<file path="src/sv/sslpc_pkg.sv">
// Shared types, codes and constants for the slew-limited servo pulse controller.
`default_nettype none

package sslpc_pkg;

    // Field widths
    localparam int OP_W     = 3;
    localparam int ANGLE_W  = 21;
    localparam int RATE_W   = 21;
    localparam int POS_W    = 32;
    localparam int STEP_W   = 16;
    localparam int PULSE_W  = 12;
    localparam int CLAMP_W  = 15;
    localparam int SPAN_W   = PULSE_W + 1;
    localparam int NUM_W    = 27;
    localparam int PROD_W   = 28;
    localparam int CFG_IDX_W = 1;

    localparam int NUM_SERVOS = 2;

    // Opcodes
    localparam logic [OP_W-1:0] OP_TICK = 3'd0;
    localparam logic [OP_W-1:0] OP_SET  = 3'd1;
    localparam logic [OP_W-1:0] OP_MOVE = 3'd2;
    localparam logic [OP_W-1:0] OP_STOP = 3'd3;
    localparam logic [OP_W-1:0] OP_IDLE = 3'd4;

    // Register indexes
    localparam logic [CFG_IDX_W-1:0] CFG_MIN_PULSE = 1'd0;
    localparam logic [CFG_IDX_W-1:0] CFG_MAX_PULSE = 1'd1;

    // Motion constants (centidegrees)
    localparam int FRAMES_PER_SEC = 50;
    localparam int FULL_SCALE     = 18000;
    localparam int IDLE_RATE      = 9000;
    localparam logic [RATE_W-1:0] RATE_MAX = 21'd1048575;
    localparam logic [STEP_W-1:0] IDLE_STEP = STEP_W'(IDLE_RATE / FRAMES_PER_SEC);
    localparam logic [CLAMP_W-1:0] CLAMP_MAX = CLAMP_W'(FULL_SCALE);

    // Divide by 50 as multiply by ceil(2^27/50), exact below 2^21
    localparam int DIV50_MUL_W = 22;
    localparam logic [DIV50_MUL_W-1:0] DIV50_MUL = 22'd2684355;
    localparam int DIV50_SHIFT = 27;

    // Divide by 18000 as multiply by ceil(2^40/18000), exact up to 4095*18000
    localparam int RECIP_W = 26;
    localparam logic [RECIP_W-1:0] RECIP_MUL = 26'd61083980;
    localparam int RECIP_SHIFT = 40;

    // Config reset values
    localparam logic [PULSE_W-1:0] MIN_PULSE_RST = 12'd1000;
    localparam logic [PULSE_W-1:0] MAX_PULSE_RST = 12'd2000;
    localparam logic [NUM_W-1:0] MIN_SCALED_RST = NUM_W'(1000 * FULL_SCALE);

    typedef struct packed {
        logic [OP_W-1:0]           op;
        logic                      servo_id;
        logic signed [ANGLE_W-1:0] goal_angle;
        logic signed [RATE_W-1:0]  rate;
    } item_t;

    typedef struct packed {
        logic                    servo;
        logic signed [POS_W-1:0] angle;
        logic [CLAMP_W-1:0]      clamp;
        logic                    arrived;
    } tick_rec_t;

    typedef struct packed {
        logic                    servo;
        logic signed [POS_W-1:0] angle;
        logic [PULSE_W-1:0]      pulse;
        logic                    arrived;
    } res_t;

    typedef struct packed {
        logic b_load;
        logic c_load;
        logic o_load;
    } pipe_ctrl_t;

    function automatic logic id_ok(input logic id);
        return int'(id) < NUM_SERVOS;
    endfunction

    function automatic logic is_frame(input item_t it);
        return (it.op == OP_TICK) && id_ok(it.servo_id);
    endfunction

endpackage

`default_nettype wire

</file>
<file path="src/sv/sslpc_motion.sv">
// Per-servo motion state and the command and frame update, computed combinationally from the input register.
`default_nettype none

module sslpc_motion (
    input  wire logic                 clk,
    input  wire logic                 rst_n,
    input  wire logic                 fire,
    input  wire sslpc_pkg::item_t     item,
    output sslpc_pkg::tick_rec_t      rec
);

    logic signed [sslpc_pkg::POS_W-1:0]   position_reg [sslpc_pkg::NUM_SERVOS];
    logic signed [sslpc_pkg::ANGLE_W-1:0] goal_reg     [sslpc_pkg::NUM_SERVOS];
    logic signed [sslpc_pkg::STEP_W-1:0]  step_reg     [sslpc_pkg::NUM_SERVOS];
    logic                                 seeking_reg  [sslpc_pkg::NUM_SERVOS];

    logic signed [sslpc_pkg::POS_W-1:0]   pos_cur;
    logic signed [sslpc_pkg::ANGLE_W-1:0] goal_cur;
    logic signed [sslpc_pkg::STEP_W-1:0]  step_cur;
    logic                                 seek_cur;
    logic                                 cmd_ok;

    // command path: speed divided by frame rate
    logic signed [sslpc_pkg::RATE_W:0]    rate_ext;
    logic [sslpc_pkg::RATE_W-1:0]         rate_mag;
    logic [sslpc_pkg::RATE_W-1:0]         div_in;
    logic [sslpc_pkg::RATE_W+sslpc_pkg::DIV50_MUL_W-1:0] div_prod;
    logic [sslpc_pkg::STEP_W-2:0]         div_q;
    logic signed [sslpc_pkg::STEP_W-1:0]  move_step;
    logic signed [sslpc_pkg::STEP_W-1:0]  set_step;

    // frame path
    logic signed [sslpc_pkg::POS_W:0]     pos_x;
    logic signed [sslpc_pkg::POS_W:0]     goal_x;
    logic signed [sslpc_pkg::POS_W:0]     step_x;
    logic signed [sslpc_pkg::POS_W:0]     diff;
    logic signed [sslpc_pkg::POS_W:0]     delta;
    logic signed [sslpc_pkg::POS_W:0]     sum;
    logic signed [sslpc_pkg::POS_W-1:0]   sum_sat;
    logic                                 toward_up;
    logic                                 near;
    logic                                 snap;
    logic signed [sslpc_pkg::POS_W-1:0]   pos_next;
    logic signed [sslpc_pkg::STEP_W-1:0]  step_next;
    logic                                 seek_next;

    assign pos_cur  = position_reg[item.servo_id];
    assign goal_cur = goal_reg[item.servo_id];
    assign step_cur = step_reg[item.servo_id];
    assign seek_cur = seeking_reg[item.servo_id];
    assign cmd_ok   = fire && sslpc_pkg::id_ok(item.servo_id);

    always_comb
    begin
        rate_ext = {item.rate[sslpc_pkg::RATE_W-1], item.rate};
        rate_mag = item.rate[sslpc_pkg::RATE_W-1] ? sslpc_pkg::RATE_W'(-rate_ext)
                                                  : sslpc_pkg::RATE_W'(rate_ext);
        if ((item.op == sslpc_pkg::OP_MOVE) && (rate_mag > sslpc_pkg::RATE_MAX))
        begin
            div_in = sslpc_pkg::RATE_MAX;
        end
        else
        begin
            div_in = rate_mag;
        end
        div_prod  = div_in * sslpc_pkg::DIV50_MUL;
        div_q     = div_prod[sslpc_pkg::DIV50_SHIFT +: sslpc_pkg::STEP_W-1];
        move_step = $signed({1'b0, div_q});
        set_step  = item.rate[sslpc_pkg::RATE_W-1] ? -move_step : move_step;
    end

    always_comb
    begin
        pos_x  = {pos_cur[sslpc_pkg::POS_W-1], pos_cur};
        goal_x = {{(sslpc_pkg::POS_W+1-sslpc_pkg::ANGLE_W){goal_cur[sslpc_pkg::ANGLE_W-1]}},
                  goal_cur};
        step_x = {{(sslpc_pkg::POS_W+1-sslpc_pkg::STEP_W){step_cur[sslpc_pkg::STEP_W-1]}},
                  step_cur};
        diff      = goal_x - pos_x;
        toward_up = !diff[sslpc_pkg::POS_W] && (diff != '0);
        near      = toward_up ? (diff <= step_x) : (diff >= -step_x);
        snap      = seek_cur && near;

        // seeking moves toward the goal; velocity mode drifts by the signed step
        delta = (seek_cur && !toward_up) ? -step_x : step_x;
        sum   = pos_x + delta;
        if (sum[sslpc_pkg::POS_W] != sum[sslpc_pkg::POS_W-1])
        begin
            sum_sat = sum[sslpc_pkg::POS_W] ? {1'b1, {(sslpc_pkg::POS_W-1){1'b0}}}
                                            : {1'b0, {(sslpc_pkg::POS_W-1){1'b1}}};
        end
        else
        begin
            sum_sat = sum[sslpc_pkg::POS_W-1:0];
        end

        pos_next  = snap ? goal_x[sslpc_pkg::POS_W-1:0] : sum_sat;
        step_next = snap ? '0 : step_cur;
        seek_next = seek_cur && !near;

        rec.servo   = item.servo_id;
        rec.angle   = pos_next;
        rec.arrived = !seek_next;
        if (pos_next[sslpc_pkg::POS_W-1])
        begin
            rec.clamp = '0;
        end
        else if (pos_next > $signed(sslpc_pkg::POS_W'(sslpc_pkg::FULL_SCALE)))
        begin
            rec.clamp = sslpc_pkg::CLAMP_MAX;
        end
        else
        begin
            rec.clamp = pos_next[sslpc_pkg::CLAMP_W-1:0];
        end
    end

    always_ff @(posedge clk or negedge rst_n)
    begin
        if (!rst_n)
        begin
            for (int i = 0; i < sslpc_pkg::NUM_SERVOS; i++)
            begin
                position_reg[i] <= '0;
                goal_reg[i]     <= '0;
                step_reg[i]     <= '0;
                seeking_reg[i]  <= 1'b0;
            end
        end
        else if (cmd_ok)
        begin
            unique case (item.op)
                sslpc_pkg::OP_TICK:
                begin
                    position_reg[item.servo_id] <= pos_next;
                    step_reg[item.servo_id]     <= step_next;
                    seeking_reg[item.servo_id]  <= seek_next;
                end
                sslpc_pkg::OP_SET:
                begin
                    step_reg[item.servo_id]    <= set_step;
                    seeking_reg[item.servo_id] <= 1'b0;
                end
                sslpc_pkg::OP_MOVE:
                begin
                    goal_reg[item.servo_id]    <= item.goal_angle;
                    step_reg[item.servo_id]    <= move_step;
                    seeking_reg[item.servo_id] <= 1'b1;
                end
                sslpc_pkg::OP_STOP:
                begin
                    step_reg[item.servo_id]    <= '0;
                    seeking_reg[item.servo_id] <= 1'b0;
                end
                sslpc_pkg::OP_IDLE:
                begin
                    goal_reg[item.servo_id]    <= '0;
                    step_reg[item.servo_id]    <= sslpc_pkg::IDLE_STEP;
                    seeking_reg[item.servo_id] <= 1'b1;
                end
                default:
                begin
                end
            endcase
        end
    end

`ifndef SYNTH
    // a seeking servo never carries a negative step
    a_seek_step_nonneg: assert property (@(posedge clk) disable iff (!rst_n)
        seeking_reg[item.servo_id] |-> !step_reg[item.servo_id][sslpc_pkg::STEP_W-1])
        else $error("seeking servo holds a negative step");

    // arrival zeroes the speed and ends the seek
    a_snap_clears: assert property (@(posedge clk) disable iff (!rst_n)
        (cmd_ok && (item.op == sslpc_pkg::OP_TICK) && snap)
        |=> (step_reg[$past(item.servo_id)] == '0) && !seeking_reg[$past(item.servo_id)])
        else $error("arrival did not clear speed and seek");
`endif

endmodule

`default_nettype wire

</file>
<file path="src/sv/sslpc_pulse.sv">
// Pulse-width pipeline: scale the clamped angle over the pulse span, then divide.
`default_nettype none

module sslpc_pulse (
    input  wire logic                              clk,
    input  wire sslpc_pkg::pipe_ctrl_t             ctrl,
    input  wire sslpc_pkg::tick_rec_t              rec,
    input  wire logic [sslpc_pkg::NUM_W-1:0]       min_scaled,
    input  wire logic signed [sslpc_pkg::SPAN_W-1:0] span,
    output sslpc_pkg::res_t                        res
);

    sslpc_pkg::tick_rec_t                   b_rec_reg;
    logic signed [sslpc_pkg::PROD_W-1:0]    prod;
    logic signed [sslpc_pkg::PROD_W:0]      num_sum;
    logic [sslpc_pkg::NUM_W-1:0]            c_num_next;
    logic [sslpc_pkg::NUM_W-1:0]            c_num_reg;
    logic                                   c_servo_reg;
    logic signed [sslpc_pkg::POS_W-1:0]     c_angle_reg;
    logic                                   c_arrived_reg;
    logic [sslpc_pkg::NUM_W+sslpc_pkg::RECIP_W-1:0] q_prod;
    sslpc_pkg::res_t                        o_next;
    sslpc_pkg::res_t                        o_reg;

    // min*18000 + c*(max-min): never negative, below 2^27
    always_comb
    begin
        prod       = $signed({1'b0, b_rec_reg.clamp}) * span;
        num_sum    = $signed({2'b00, min_scaled}) + {prod[sslpc_pkg::PROD_W-1], prod};
        c_num_next = num_sum[sslpc_pkg::NUM_W-1:0];
    end

    // floor divide by full scale through the reciprocal
    always_comb
    begin
        q_prod         = c_num_reg * sslpc_pkg::RECIP_MUL;
        o_next.servo   = c_servo_reg;
        o_next.angle   = c_angle_reg;
        o_next.pulse   = q_prod[sslpc_pkg::RECIP_SHIFT +: sslpc_pkg::PULSE_W];
        o_next.arrived = c_arrived_reg;
    end

    always_ff @(posedge clk)
    begin
        if (ctrl.b_load)
        begin
            b_rec_reg <= rec;
        end
        if (ctrl.c_load)
        begin
            c_num_reg     <= c_num_next;
            c_servo_reg   <= b_rec_reg.servo;
            c_angle_reg   <= b_rec_reg.angle;
            c_arrived_reg <= b_rec_reg.arrived;
        end
        if (ctrl.o_load)
        begin
            o_reg <= o_next;
        end
    end

    assign res = o_reg;

endmodule

`default_nettype wire

</file>
<file path="src/sv/servo_slew_limited_pulse_controller.sv">
// Top level of the slew-limited RC servo pulse controller for two servos.
//
//   channel | direction | handshake            | payload
//   --------+-----------+----------------------+------------------------------------
//   in      | to block  | in_valid / in_ready  | op, servo_id, goal_angle, rate
//   out     | from block| out_valid / out_ready| out_servo, out_angle, pulse_us, arrived
//   cfg     | to block  | cfg_we               | cfg_index, cfg_wdata
//
// One item per cycle sustained while the output is ready. A transfer lands in the
// input register; on retiring it updates the servo state in one pass and, for a
// frame tick, starts the pulse pipeline (multiply by span, then reciprocal
// multiply) through stages B, C and O. Commands give no result and retire without
// waiting on the pipe. Reset clears all servo state and loads the default pulse
// limits. A stalled output holds its result while the stages behind it keep
// filling; each stage holds only once the stage ahead of it is full.
`default_nettype none

module servo_slew_limited_pulse_controller (
    input  wire logic                                 clk,
    input  wire logic                                 rst_n,

    input  wire logic                                 in_valid,
    output logic                                      in_ready,
    input  wire logic [sslpc_pkg::OP_W-1:0]           op,
    input  wire logic                                 servo_id,
    input  wire logic signed [sslpc_pkg::ANGLE_W-1:0] goal_angle,
    input  wire logic signed [sslpc_pkg::RATE_W-1:0]  rate,

    output logic                                      out_valid,
    input  wire logic                                 out_ready,
    output logic                                      out_servo,
    output logic signed [sslpc_pkg::POS_W-1:0]        out_angle,
    output logic [sslpc_pkg::PULSE_W-1:0]             pulse_us,
    output logic                                      arrived,

    input  wire logic                                 cfg_we,
    input  wire logic [sslpc_pkg::CFG_IDX_W-1:0]      cfg_index,
    input  wire logic [sslpc_pkg::PULSE_W-1:0]        cfg_wdata
);

    // pulse limits; min*18000 is kept alongside so the scaling stage needs one multiply
    logic [sslpc_pkg::PULSE_W-1:0]        min_pulse_reg;
    logic [sslpc_pkg::PULSE_W-1:0]        max_pulse_reg;
    logic [sslpc_pkg::NUM_W-1:0]          min_scaled_reg;
    logic signed [sslpc_pkg::SPAN_W-1:0]  span;

    // stage valids: A input register, B tick record, C scaled sum, O output
    logic                  a_valid_reg;
    sslpc_pkg::item_t      a_item_reg;
    logic                  b_valid_reg;
    logic                  c_valid_reg;
    logic                  o_valid_reg;

    logic                  a_has_result;
    logic                  a_take;
    logic                  b_ready;
    logic                  c_ready;
    logic                  o_ready;

    sslpc_pkg::item_t      in_item;
    sslpc_pkg::tick_rec_t  rec;
    sslpc_pkg::pipe_ctrl_t ctrl;
    sslpc_pkg::res_t       res;

    // configuration writes
    always_ff @(posedge clk or negedge rst_n)
    begin
        if (!rst_n)
        begin
            min_pulse_reg  <= sslpc_pkg::MIN_PULSE_RST;
            max_pulse_reg  <= sslpc_pkg::MAX_PULSE_RST;
            min_scaled_reg <= sslpc_pkg::MIN_SCALED_RST;
        end
        else if (cfg_we)
        begin
            unique case (cfg_index)
                sslpc_pkg::CFG_MIN_PULSE:
                begin
                    min_pulse_reg  <= cfg_wdata;
                    min_scaled_reg <= sslpc_pkg::NUM_W'(cfg_wdata)
                                      * sslpc_pkg::NUM_W'(sslpc_pkg::FULL_SCALE);
                end
                sslpc_pkg::CFG_MAX_PULSE:
                begin
                    max_pulse_reg <= cfg_wdata;
                end
                default:
                begin
                end
            endcase
        end
    end

    assign span = $signed({1'b0, max_pulse_reg}) - $signed({1'b0, min_pulse_reg});

    // ready chain from the output back to the input register
    always_comb
    begin
        o_ready      = !o_valid_reg || out_ready;
        c_ready      = !c_valid_reg || o_ready;
        b_ready      = !b_valid_reg || c_ready;
        a_has_result = sslpc_pkg::is_frame(a_item_reg);
        // a command retires at once; a tick waits for room in stage B
        a_take       = a_valid_reg && (!a_has_result || b_ready);
        in_ready     = !a_valid_reg || a_take;

        ctrl.b_load  = a_take && a_has_result;
        ctrl.c_load  = c_ready && b_valid_reg;
        ctrl.o_load  = o_ready && c_valid_reg;

        in_item.op         = op;
        in_item.servo_id   = servo_id;
        in_item.goal_angle = goal_angle;
        in_item.rate       = rate;
    end

    always_ff @(posedge clk or negedge rst_n)
    begin
        if (!rst_n)
        begin
            a_valid_reg <= 1'b0;
            b_valid_reg <= 1'b0;
            c_valid_reg <= 1'b0;
            o_valid_reg <= 1'b0;
        end
        else
        begin
            if (in_ready)
            begin
                a_valid_reg <= in_valid;
            end
            if (b_ready)
            begin
                b_valid_reg <= a_take && a_has_result;
            end
            if (c_ready)
            begin
                c_valid_reg <= b_valid_reg;
            end
            if (o_ready)
            begin
                o_valid_reg <= c_valid_reg;
            end
        end
    end

    // hold the input payload until it retires
    always_ff @(posedge clk)
    begin
        if (in_valid && in_ready)
        begin
            a_item_reg <= in_item;
        end
    end

    sslpc_motion u_motion (
        .clk   (clk),
        .rst_n (rst_n),
        .fire  (a_take),
        .item  (a_item_reg),
        .rec   (rec)
    );

    sslpc_pulse u_pulse (
        .clk        (clk),
        .ctrl       (ctrl),
        .rec        (rec),
        .min_scaled (min_scaled_reg),
        .span       (span),
        .res        (res)
    );

    assign out_valid = o_valid_reg;
    assign out_servo = res.servo;
    assign out_angle = res.angle;
    assign pulse_us  = res.pulse;
    assign arrived   = res.arrived;

`ifndef SYNTH
    // a result enters stage B only from a tick that retired from stage A
    a_b_from_tick: assert property (@(posedge clk) disable iff (!rst_n)
        $rose(b_valid_reg) |-> $past(a_valid_reg && a_has_result))
        else $error("stage B filled without a retired tick");

    // a tick blocked by a full pipe stays put in the input register
    a_input_holds: assert property (@(posedge clk) disable iff (!rst_n)
        (a_valid_reg && !in_ready) |=> (a_valid_reg && $stable(a_item_reg)))
        else $error("input register lost a pending item");

    // a command never blocks the input
    a_cmd_no_stall: assert property (@(posedge clk) disable iff (!rst_n)
        (a_valid_reg && !a_has_result) |-> in_ready)
        else $error("command stalled the input");
`endif

endmodule

`default_nettype wire

</file>
<file path="config.mk">
export PLATFORM = sky130hd
export DESIGN_NAME = servo_slew_limited_pulse_controller
export DESIGN_NICKNAME = d
export VERILOG_FILES = /design/src/sv/sslpc_pkg.sv /design/src/sv/sslpc_motion.sv /design/src/sv/sslpc_pulse.sv /design/src/sv/servo_slew_limited_pulse_controller.sv
export SDC_FILE = /design/constraint.sdc
export NUM_CORES = 2
export LEC_CHECK = 0
export BUFFER_PORTS_ARGS = -buffer_cell sky130_fd_sc_hd__buf_2
export CAP_MARGIN = 15
export CORE_ASPECT_RATIO = 0.6
export CORE_MARGIN = 3
export CORE_UTILIZATION = 25
export DETAILED_ROUTE_END_ITERATION = 8
export GPL_TIMING_DRIVEN = 0
export RECOVER_POWER = 25
export SYNTH_ARGS = -nofsm -noshare
export SYNTH_HDL_FRONTEND = slang
export SYNTH_SLANG_ARGS = --single-unit
</file>
<file path="constraint.sdc">
create_clock -name clk -period 27.2 [get_ports clk]
set_input_delay 5.44 -clock clk [delete_from_list [all_inputs] [get_ports clk]]
set_output_delay 5.44 -clock clk [all_outputs]
set_load 0.05 [all_outputs]
</file>
== Yosys cells after proc, flatten, opt, wreduce, memory -nomap -nowiden ==
Index checks and enable logic that the tools add are counted.
Cells by class
  add/subtract/negate cells: 7
  multiply operators: 4
  magnitude comparators: 6
  equal/unequal tests: 5
  mux-type cells: 39
  bitwise gates (word level): 12
  reduce and logical (&&, ||, !) cells: 39
Operators by type and width (count)
  $mux W32: 7
  $pmux W32 S5: 1
  $mux W21: 6
  $bwmux W32: 3
  $mux W16: 6
  $pmux W42 S2: 1
  $bwmux W64: 1
  $mul A27 B24 Y50 const B: 1
  $and A42 B42 Y42: 1
  $bwmux W42: 1
  $mul A21 B22 Y42 const B: 1
  $not A42 Y42: 1
  $add A32 B33 Y33: 1
  $ge A33 B33 Y1: 1
  $le A33 B16 Y1: 1
  $mux W33: 1
  $neg A16 Y33: 1
  $reduce_bool A33 Y1: 1
  $sub A21 B32 Y33: 1
  $and A32 B32 Y32: 1
  $demux W32 S1: 1
  $gt A32 B16 Y1 const B: 1
  $not A32 Y32: 1
  $add A27 B27 Y27: 1
  other kinds (36): 70
Storage, ports and cells
  flip-flop bits (word level): 393
  input bits: 64
  output and inout port bits: 48
  logic and storage cells: 144

== Longest topological paths before layout ==
  depth after elaboration: 16
  mapped depth: 48
  gate-level depth less buffers: 39

== Modules after synthesis ==
Synthesis repeated with hierarchy kept, for this count alone.
Second synthesis, totals
  cell total of the unflattened synthesis: 4788
  area, all modules: 47455.5 um2
Modules (own cells, without submodules)
  sslpc_motion: instances 1, cells each 2580, area each 21672.0 um2, seq. area each 3503.4 um2
  sslpc_pulse: instances 1, cells each 1689, area each 19821.5 um2, seq. area each 4684.5 um2
  servo_slew_limited_pulse_controller: instances 1, cells each 519, area each 5962.0 um2, seq. area each 2631.3 um2

== Worst setup path after synthesis ==
No wires, ideal clock.
  path type: input port to output port
  start point: input port out_ready
  end point: output port in_ready
  arrival: 6.086 ns
  required time: 21.760 ns
  path slack: 15.674 ns
  stages: 3
  buffers on the path: 0
  cells stage by stage: nand4b_1 nor2_1 nand2_1
Between the ends
  longest elaborated chain between the ends: 6
RTL lines
  start: declaration: line servo_slew_limited_pulse_controller.sv:30  | input wire logic out_ready,
  $logic_or A1 B1 Y1: line servo_slew_limited_pulse_controller.sv:99  | o_ready = !o_valid_reg || out_ready;
  $logic_or A1 B1 Y1: line servo_slew_limited_pulse_controller.sv:100  | c_ready = !c_valid_reg || o_ready;
  $logic_or A1 B1 Y1: line servo_slew_limited_pulse_controller.sv:101  | b_ready = !b_valid_reg || c_ready;
  $logic_or A1 B1 Y1: line servo_slew_limited_pulse_controller.sv:104  | a_take = a_valid_reg && (!a_has_result || b_ready);
  $logic_and A1 B1 Y1: line servo_slew_limited_pulse_controller.sv:104
  $logic_or A1 B1 Y1: line servo_slew_limited_pulse_controller.sv:105  | in_ready = !a_valid_reg || a_take;
  end: declaration: line servo_slew_limited_pulse_controller.sv:23  | output logic in_ready,
No other way between the ends.

==> flow_summary.toml <==
[timing]
fin_hold_ws_ns = 0.415
worst_pin_slew_ns = 5.86
timing.fmax_mhz = 56.3
skew_ns = 0.0297
report.final.setup_viol = 0
worst_slew_margin_rel = -2.91
period_share = 0.653
final-hold-violation-count = 0
final_period_demand_of_the_worst_path_ns = 17.75
maxSlewViolCount = 101
grt_setup_unrepaired = "no"
tns_ns = 0

[critical_path]
r2r-start = "a_item_reg[42]$_DFFE_PP_"
end_kind = "register"
timing.reg2reg.worst_path_depth = 45
cp-startpoint = "a_item_reg[42]$_DFFE_PP_"
cpMostUsedCell = "sky130_fd_sc_hd__clkbuf_1"
cp_slowest_cell = "sky130_fd_sc_hd__nor4_1"
cp.arrival_ns = 18.10
worst-path-max-fanout = 10
worstPathRequired_ns = 27.55
crit_path_launch_type = "register"
worstSetupPathType = "reg2reg"
crit_path_max_incr_delay_ns = 0.89

[synth]
netlist.area_leader.share = 0.225
netlist_instances = 4482
syn_area_sq_mm = 0.0460
asyncSetResetFlopFracSynth = 0.483
synth_seq_area_share = 0.235
ys_seq_elements = 391
synth_edf_count = 202
syn-num-nets = 5817
synth_largest_area_cell = "sky130_fd_sc_hd__fa_1"
cell_types_with_the_largest_area_share_after_synthesis = "sky130_fd_sc_hd__fa_1 (22%), sky130_fd_sc_hd__ha_1 (21%), sky130_fd_sc_hd__edfxtp_1 (13%), sky130_fd_sc_hd__dfrtp_1 (9.3%), sky130_fd_sc_hd__inv_1 (5.7%)"
synth-main-ff-cell = "sky130_fd_sc_hd__edfxtp_1"
synth-warning-count = 0
netlist-cell-type-count = 95
syn_avg_cell_area_sq_um = 10.3

[cts]
cts_tree = "built"
clock-root-buffer = "sky130_fd_sc_hd__clkbuf_16"
cts_inserted_buffers = 41
max-clock-path-buffers = 3
cts_resized = 0
clock_slew_at_reported_path_ffs_ns = 0.07
clkLatencyLatePin_ns = 0.64
number_of_post_cts_setup_repair_buffers = 0
sink_count = 391
htreeDepth = 2
ctsHoldBuffers = 0

[routing]
detail_route.vias_per_cell = 4.63
route.vias.total = 33000
routed_wirelength_um = 132000
drt-initial-drc-count = 2691
detail_route.drc_violations = 0
detail_route.wl_per_cell_um = 18.4
dr.pass1.iters = 6
detail-route-antenna-nets = 0

[final_layout]
layout.cells.most_common_list = "sky130_fd_sc_hd__ha_1 (755), sky130_fd_sc_hd__inv_1 (693), sky130_fd_sc_hd__fa_1 (516)"
layout_commonest_cell = "sky130_fd_sc_hd__ha_1"
final_cell_count_no_fill = 7138
synthToLayoutAreaGrowth_pct = 11.3
final_nets = 5978
max_ffs_per_register = 64
layout-drive-gt1-share = 0.0704

[placement]
place.gp.congestion = 0.951
port_buffers = 111
place_hpwl_um = 110000
dp_cells = 7060

[global_route]
global_route_wire_length_before_repair_um = 203000
antenna_found_initial = 10
vias_in_the_first_global_route = 33100
globalRouteTotalUtil = 0.138
grt_max_degree = 101
gr-total-overflow = 0

[die]
core_area_sq_mm = 0.182
die_area_sq_mm = 0.189
floorplan.initialDensity = 0.252
row_count = 121
die_h_um = 338
design.portCount = 112
die_width_um = 560

[status]
status = "finished with violations"
violations = "capacitance limit, slew limit"

[job]
drv.max_cap_violation_count = 1

[min_path]
hold_path_class = "reg2reg"
hp-start = "u_pulse.c_angle_reg[25]$_DFFE_PP_"
worst_hold_stages = 0
[logic make-up (layout without fill, tap and decap cells)]
family	after synthesis	in the layout	share of synthesized area
AOI/OAI and AO/OA	729	729	0.101
xor gates and xnor gates	178	178	0.0339
adders and majority gates	1271	1271	0.430
buffers and inverters	809	1003	0.0663
DFF	391	391	0.235
muxes	143	143	0.0333
other	0	2	0
and+or+nand+nor	961	961	0.0996
[area by class of cell]
| class | count | area [sq um] |
|---|---|---|
| Clock inverter | 25 | 295 |
| Inverter | 695 | 2610 |
| Antenna cell | 2 | 5.00 |
| Tap cell | 2460 | 3080 |
| Sequential cell | 391 | 10800 |
| Buffer | 114 | 442 |
| Multi-Input combinational cell | 3282 | 32100 |
| Timing Repair Buffer | 118 | 702 |
| Fill cell | 19100 | 131000 |
| Clock buffer | 51 | 1110 |
[worst paths after layout]
| path | endpoint | slack, ns |
|---|---|---|
| worst max-delay path | u_pulse.b_rec_reg[1]$_SDFFCE_PP0P_ | 9.45 |
| worst min-delay path | u_pulse.res[38]$_DFFE_PP_ | 0.42 |
| worst max register to register | u_pulse.b_rec_reg[1]$_SDFFCE_PP0P_ | 9.45 |
| worst min register to register | u_pulse.res[38]$_DFFE_PP_ | 0.42 |
| max in group asynchronous | max_pulse_reg[3]$_DFFE_PN0P_ | 16.91 |
| min in group asynchronous | u_motion.step_reg[28]$_DFFE_PN0P_ | 6.93 |
[metal layers]
layer  share of wire  track usage  up-vias  routed length (um)
li1                -            -    15500                   -
met1            0.51        0.218    16300               66600
met2            0.37        0.177     1111               48500
met3            0.11       0.0512      123               14700
met4           0.013       0.0191        2                1690
met5        0.000084            0        -                  11
[cell usage after synthesis, types with 7 or more instances]
cell                         n
sky130_fd_sc_hd__a211oi_1   11
sky130_fd_sc_hd__o22ai_1    13
sky130_fd_sc_hd__a21o_1     62
sky130_fd_sc_hd__mux2_2     77
sky130_fd_sc_hd__o21ai_0   207
sky130_fd_sc_hd__or4_1      13
sky130_fd_sc_hd__and2_1     69
sky130_fd_sc_hd__a21oi_1   164
sky130_fd_sc_hd__xnor2_1   119
sky130_fd_sc_hd__ha_1      755
sky130_fd_sc_hd__o21bai_1   37
sky130_fd_sc_hd__and3_1     21
sky130_fd_sc_hd__a22oi_1    13
sky130_fd_sc_hd__clkbuf_1  101
sky130_fd_sc_hd__a211o_1     8
sky130_fd_sc_hd__edfxtp_1  202
sky130_fd_sc_hd__nand4_1    29
sky130_fd_sc_hd__xor2_1     59
sky130_fd_sc_hd__a31oi_1    21
sky130_fd_sc_hd__nor2_1    163
sky130_fd_sc_hd__nand3_1    37
sky130_fd_sc_hd__nor2b_1    42
sky130_fd_sc_hd__inv_1     693
sky130_fd_sc_hd__o41ai_1     9
sky130_fd_sc_hd__or2_2      12
sky130_fd_sc_hd__nand2b_1   39
sky130_fd_sc_hd__nand2_1   405
sky130_fd_sc_hd__o21a_1     33
sky130_fd_sc_hd__dfrtp_1   170
sky130_fd_sc_hd__mux2i_1    65
sky130_fd_sc_hd__nor4_1     12
sky130_fd_sc_hd__a22o_1      9
sky130_fd_sc_hd__a31o_2      7
sky130_fd_sc_hd__nor3_1     64
sky130_fd_sc_hd__o211ai_1   13
sky130_fd_sc_hd__dfstp_2    19
sky130_fd_sc_hd__o31ai_1    41
sky130_fd_sc_hd__or3_1      19
sky130_fd_sc_hd__a21boi_0   10
sky130_fd_sc_hd__fa_1      516
sky130_fd_sc_hd__buf_2       7
[critical path: cells and delay by family, from the launching register on]
kind	cells	cell delay, ns
fa+ha+maj	2	0.72
compound gates	15	4.76
xor+xnor	1	0.20
flops	1	0.35
simple gates	11	2.63
buf+inv	14	7.71
mux	2	1.07
[stage by stage]
stage                     worst slack [ns]   util  area [sq um]
after CTS                            10.11  0.281         51200
after floorplan                      15.67      -         46000
after detailed placement             10.12  0.273         49800
after global routing                  8.69  0.281         51200
after global placement               10.17  0.272         49600
final                                 9.45  0.281         51200
Power is left out: the tool's default activity adds up to more than one toggle a clock period on the data nets, which glitch-free logic cannot reach.
